## config.mk

```make
export PLATFORM = sky130hd
export DESIGN_NAME = rrt_ctrl
export DESIGN_NICKNAME = d
export VERILOG_FILES = /design/src/hw/rtl/rrt_pkg.sv /design/src/hw/rtl/rrt_ctrl.sv
export SDC_FILE = /design/constraint.sdc
export NUM_CORES = 1
export LEC_CHECK = 0
export BUFFER_PORTS_ARGS = -buffer_cell sky130_fd_sc_hd__clkbuf_2
export CORE_AREA = 8 8 45 47
export DETAILED_ROUTE_END_ITERATION = 8
export DIE_AREA = 0 0 53 55
export SETUP_SLACK_MARGIN = 0.02
export SLEW_MARGIN = 0
export SYNTH_ARGS = -nofsm -noshare
export SYNTH_HDL_FRONTEND = slang
export SYNTH_SLANG_ARGS = --single-unit
```

## constraint.sdc

```tcl
create_clock -name clk -period 1.22 [get_ports clk]
set_input_delay 0.122 -clock clk [delete_from_list [all_inputs] [get_ports clk]]
set_output_delay 0.122 -clock clk [all_outputs]
set_load 0.02 [all_outputs]
```

## src/hw/rtl/rrt_pkg.sv

```systemverilog
package rrt_pkg;

    // Default storage limits
    localparam int MAX_WIDTH_DEF  = 2048;
    localparam int MAX_HEIGHT_DEF = 2048;

    // Tile geometry
    localparam int BLOCK_SIZE = 8;
    localparam int PIX_W      = $clog2(BLOCK_SIZE);
    localparam int SAMP_W     = 3;
    localparam int BLK_W      = 2;
    localparam int SAMP_MAX   = 4;

    // Field widths
    localparam int COLOR_W    = 8;
    localparam int MCU_IDX_W  = 16;
    localparam int CFG_IDX_W  = 4;
    localparam int CFG_DATA_W = 12;
    localparam int CLAMP_W    = 14;
    localparam int PROD_W     = 24;
    localparam int SUM_W      = 25;

    typedef enum logic [CFG_IDX_W-1:0] {
        REG_IMAGE_WIDTH     = 4'd0,
        REG_IMAGE_HEIGHT    = 4'd1,
        REG_SAMP_HORIZONTAL = 4'd2,
        REG_SAMP_VERTICAL   = 4'd3
    } cfg_reg_t;

    localparam logic CMD_PIXEL = 1'b0;
    localparam logic CMD_FILL  = 1'b1;

    // Fixed-point colour transform, scale 2^16
    localparam logic [15:0] COEF_Y_R  = 16'd19595;
    localparam logic [15:0] COEF_Y_G  = 16'd38469;
    localparam logic [15:0] COEF_Y_B  = 16'd7471;
    localparam logic [15:0] COEF_CB_R = 16'd11055;
    localparam logic [15:0] COEF_CB_G = 16'd21712;
    localparam logic [15:0] COEF_HALF = 16'd32768;
    localparam logic [15:0] COEF_CR_G = 16'd27439;
    localparam logic [15:0] COEF_CR_B = 16'd5328;
    localparam logic [PROD_W-1:0] CHROMA_OFFSET = 24'd8388608;
    localparam int FRAC_BITS = 16;

    typedef struct packed {
        logic [COLOR_W-1:0] y;
        logic [COLOR_W-1:0] cb;
        logic [COLOR_W-1:0] cr;
    } ycc_t;

    typedef struct packed {
        logic capture;
        logic convert;
        logic load_color;
        logic emit;
        logic emit_err;
        logic sweep;
        logic advance;
    } ctrl_cmd_t;

    typedef struct packed {
        logic is_fill;
        logic want_fill;
        logic fin;
        logic slot_free;
    } dp_status_t;

    function automatic logic [BLK_W-1:0] clamp_samp(input logic [SAMP_W-1:0] v);
        logic [SAMP_W-1:0] dec;
        dec = v - 1'b1;
        if (v == '0)
            return '0;
        else if (v > SAMP_W'(SAMP_MAX))
            return BLK_W'(SAMP_MAX - 1);
        else
            return dec[BLK_W-1:0];
    endfunction

endpackage

```

## src/hw/rtl/rrt_ctrl.sv

```systemverilog
module rrt_ctrl (
    input  logic                clk,
    input  logic                rst_n,
    input  logic                in_valid,
    output logic                in_ready,
    input  rrt_pkg::dp_status_t stat,
    output rrt_pkg::ctrl_cmd_t  ctl
);
    import rrt_pkg::*;

    typedef enum logic [2:0] {
        S_IDLE,
        S_CONVERT,
        S_COLOR,
        S_EMIT,
        S_REJECT
    } state_t;

    state_t state_reg;
    state_t state_next;
    logic   ready_reg;
    logic   ready_next;
    logic   accept;

    assign accept   = in_valid && ready_reg;
    assign in_ready = ready_reg;

    always_comb
    begin
        ctl        = '0;
        state_next = state_reg;
        unique case (state_reg)
            S_IDLE:
            begin
                ctl.capture = accept;
                if (accept)
                    state_next = S_CONVERT;
            end
            S_CONVERT:
            begin
                // drop a request of the wrong kind
                if (stat.is_fill != stat.want_fill)
                    state_next = S_REJECT;
                else
                begin
                    ctl.convert = 1'b1;
                    state_next  = S_COLOR;
                end
            end
            S_COLOR:
            begin
                ctl.load_color = 1'b1;
                state_next     = S_EMIT;
            end
            S_EMIT:
            begin
                if (stat.slot_free)
                begin
                    ctl.emit = 1'b1;
                    if (stat.fin)
                    begin
                        ctl.advance = 1'b1;
                        state_next  = S_IDLE;
                    end
                    else
                        ctl.sweep = 1'b1;
                end
            end
            S_REJECT:
            begin
                if (stat.slot_free)
                begin
                    ctl.emit_err = 1'b1;
                    state_next   = S_IDLE;
                end
            end
            default:
                state_next = S_IDLE;
        endcase
        ready_next = (state_next == S_IDLE);
    end

    always_ff @(posedge clk or negedge rst_n)
    begin
        if (!rst_n)
        begin
            state_reg <= S_IDLE;
            ready_reg <= 1'b1;
        end
        else
        begin
            state_reg <= state_next;
            ready_reg <= ready_next;
        end
    end

endmodule

```

==> impl_summary.md <==
GRT
met2 is the most crowded layer. The met1 usage is 5.657%. The number of global-route vias before repair is 320.

The global-route wire length before repair is 1304 um. Across every metal layer, demand over resource in global routing totals 6.079%. Summed over all layers, the global routing overflow is 0. For this run, global-route usage on met2 was measured as 11.13%. The number of antenna violations at the first check in global routing came to 0. Global routing consumed, on the met3 layer, 1.337% of the routing resources.

Entering global routing, the biggest net connects 7 pins.

Critical path
The required time at the worst-slack endpoint is 1.10 ns. The signal on the critical path passes through buf_6, nor4_4, clkbuf_8. The worst setup path is launched from a flop. In this run the worst path has a maximum fanout of 4.

The worst setup path is captured at a primary output. For the worst setup path, the data arrival time is 1.28 ns. The critical path crosses 3 cells after its start point. The cell with the biggest individual delay on the critical path is sky130_fd_sc_hd__dfrtp_1. The worst register-to-register path has a depth of 4.

In this design, the largest share of critical-path delay is due to flip-flops. On the worst path, the slowest cell contributes a delay of 0.41 ns. The critical path is of the reg -> out type. The number of buffers and inverters on the critical path is 2.

Clock network
TritonCTS built the clock tree. The clock root buffer master is sky130_fd_sc_hd__clkbuf_4. For the worst-skew pair, the clock arrives at the later sink with an insertion delay of roughly 0.24 ns. The clock-pin slew of the registers on the worst-case setup and hold paths is 0.04 ns. The tree built by TritonCTS fans out to 4 sinks. The total CTS buffers is 3. The maximum level of the CTS H-tree is 1.

The longest clock path from root to sink contains 2 buffers.

STA
Setup repair after global routing could not meet its margin everywhere. The count of pins over their slew limit is 0. Hold timing on the final database bottoms out at a slack of 0.2280 ns. The hold violation total from the final report is 0.

The worst clock skew on the final layout is 0.007637 ns. The slack of the critical path is -0.1801 ns. The maximum clock frequency is just over 700 MHz.

The final critical delay including setup and external delays is ~1.4 ns. Measured against its own limit, the worst slew margin works out to between 80 and 90%. The number of endpoints failing setup at the final stage is 8. The share of the clock period used by the worst path is 114.8%. At the pin with the least slew margin, the transition time is 0.2567 ns.

Summed over all failing endpoints, the final setup total negative slack is -0.8752 ns.

Pwr
The reported leakage power is 0.0002645 uW. The peak supply drop is 0.8682 mV. The total power is 1253 uW. In this run the power density over the cells is about 2300 nW/um^2.

Synthesis
In the synthesized netlist, the number of instances is 27. Of the synthesized area, sequential elements account for 39.13%. The synthesized cell area is 259.0 sq um. The number of nets handed over by synthesis was 34. The average size of a mapped cell is 9.593 sq um.

In this run, distinct cell masters in the synthesized netlist total 20. The synthesis warning total is 0. The number of synthesized register bits is 4.

Route
The detail-routed via count per cell is 4.211. The via total after detailed routing is roughly 300. For this run, design rule violations remaining after detail routing come to 0. The detailed router finished its first iteration with 2 violations. The routed wire length is 834 um. Before antenna repair, the detailed router went through 2 iterations. The mean routed wirelength per cell is 11.75 um. The detail route stage leaves a number of antenna-violating nets equal to 0.

Hold path
The worst min-delay path class is in -> async.

Place
The routability congestion estimate is around 0.80. The number of I/O port buffers is 14. The total cell area at the placement stage is ~390 sq um.

Floorplanning
Measured along the y axis, the die boundary spans 55 um. The count of boundary I/O pins is 15. The die width is 53 um. The die outline area is 2915 sq um.

The starting density of the core is 18.72%. The number of placement rows is 14. The total core area is 1384 sq um.

Flow run
The max-cap check violation count is 0.

Outcome
The flow ran to the end, but the final reports show violations. The checks that failed: setup timing.

Final layout
0 antenna diodes ended up in the layout. The number of nets in the layout is 63. Once layout is done, the placed cells without fillers occupy 554.3 sq um. The fraction of final layout cells sized beyond drive strength 1 is around 70%. The register with the most flip-flops in the layout has 3 of them. The area overhead of the layout relative to synthesis is 114.0%.
-- what timing repair did --
action,4_1_cts,5_1_grt
endpoints found under the setup margin,7,8
resized for setup,17,10
pin swaps,2,1
setup buffers,2,4
hold buffers,1,0
hold endpoints to repair,4,0
-- synthesized netlist by cell type (all sizes together) --
library cell | instances | share of area [%]
buf | 1 | 4.3
xor2 | 1 | 3.4
nor3b | 3 | 8.7
a21oi | 2 | 3.9
and3 | 1 | 2.4
nand3b | 1 | 2.9
nor4 | 1 | 4.8
dfstp | 1 | 10
nor2b | 1 | 3.4
and3b | 1 | 3.4
o21bai | 1 | 2.9
nand2b | 1 | 2.4
or3b | 1 | 3.4
nand3 | 1 | 1.9
nor2 | 1 | 1.4
and2b | 1 | 2.9
and2 | 1 | 2.4
dfrtp | 3 | 29
nand2 | 3 | 4.3
nor3 | 1 | 1.9
-- where the power goes --
group / internal [uW] / switching [uW]
combinational: 447 / 335
clock: 123 / 59.1
sequential: 214 / 75.2
total: 784 / 469
-- metrics by stage --
| stage | setup slack (ns) | instances | util [%] |
|---|---|---|---|
| 3_3_place_gp | 0.04693 | 60 | 28.12 |
| 5_1_grt | -0.2542 | 71 | 40.05 |
| 2_1_floorplan | -0.04456 | 27 | - |
| 4_1_cts | -0.1812 | 67 | 36.35 |
| 3_5_place_dp | 0.03744 | 60 | 28.12 |
| 6_report | -0.1801 | 71 | 40.05 |
-- worst reg2reg max path: stages (launching register included) --
cell and delay, ns:
sky130_fd_sc_hd__dfrtp_1 0.41, sky130_fd_sc_hd__buf_6 0.14, sky130_fd_sc_hd__nor4_4 0.28, sky130_fd_sc_hd__buf_4 0.16
sky130_fd_sc_hd__and3b_1 0.16
-- cells by family (layout without fill, tap and decap cells) --
group / after synthesis / count (layout) / synth area share [%]
xor+xnor: 1 / 1 / 3.382
simple gates: 18 / 18 / 46.38
buf+inv: 1 / 29 / 4.348
compound gates: 3 / 3 / 6.765
flops: 4 / 4 / 39.13
-- cell type report --
class | count | area, sq um
Clock buffer | 4 | 26.28
Sequential cell | 4 | 103.9
Tap cell | 16 | 20.02
Fill cell | 138 | 829.5
Timing Repair Buffer | 25 | 219.0
Multi-Input combinational cell | 22 | 185.2
-- final timing paths --
| kind | start | end | slack (ns) |
|---|---|---|---|
| max | state_reg[2]$_DFF_PN0_ | ctl[6] | -0.18 |
| min | rst_n | state_reg[2]$_DFF_PN0_ | 0.23 |
| max reg2reg | state_reg[2]$_DFF_PN0_ | in_ready$_DFF_PN1_ | -0.02 |
| min reg2reg | state_reg[1]$_DFF_PN0_ | state_reg[2]$_DFF_PN0_ | 0.65 |
| max in group asynchronous | rst_n | in_ready$_DFF_PN1_ | 0.78 |
| min in group clk | stat[3] | state_reg[2]$_DFF_PN0_ | 0.27 |
-- placed cells by master, fill, tap and decap left out, types with 2 or more instances in the layout --
master / Yosys / final
sky130_fd_sc_hd__clkbuf_2: 0 / 7
sky130_fd_sc_hd__dfrtp_2: 0 / 2
sky130_fd_sc_hd__buf_6: 1 / 5
sky130_fd_sc_hd__buf_8: 0 / 2
sky130_fd_sc_hd__buf_4: 0 / 8
sky130_fd_sc_hd__nor3b_2: 0 / 2
sky130_fd_sc_hd__nand2_1: 3 / 2
sky130_fd_sc_hd__clkbuf_8: 0 / 2
sky130_fd_sc_hd__a21oi_1: 2 / 2
sky130_fd_sc_hd__clkbuf_4: 0 / 3
-- layer usage --
metal  wire (um)  vias up
met4          22        0
met5           0        -
met1         320      136
met2         450        8
met3          41        2
li1            -      153
No activity file was read; power rests on OpenSTA's default activity.
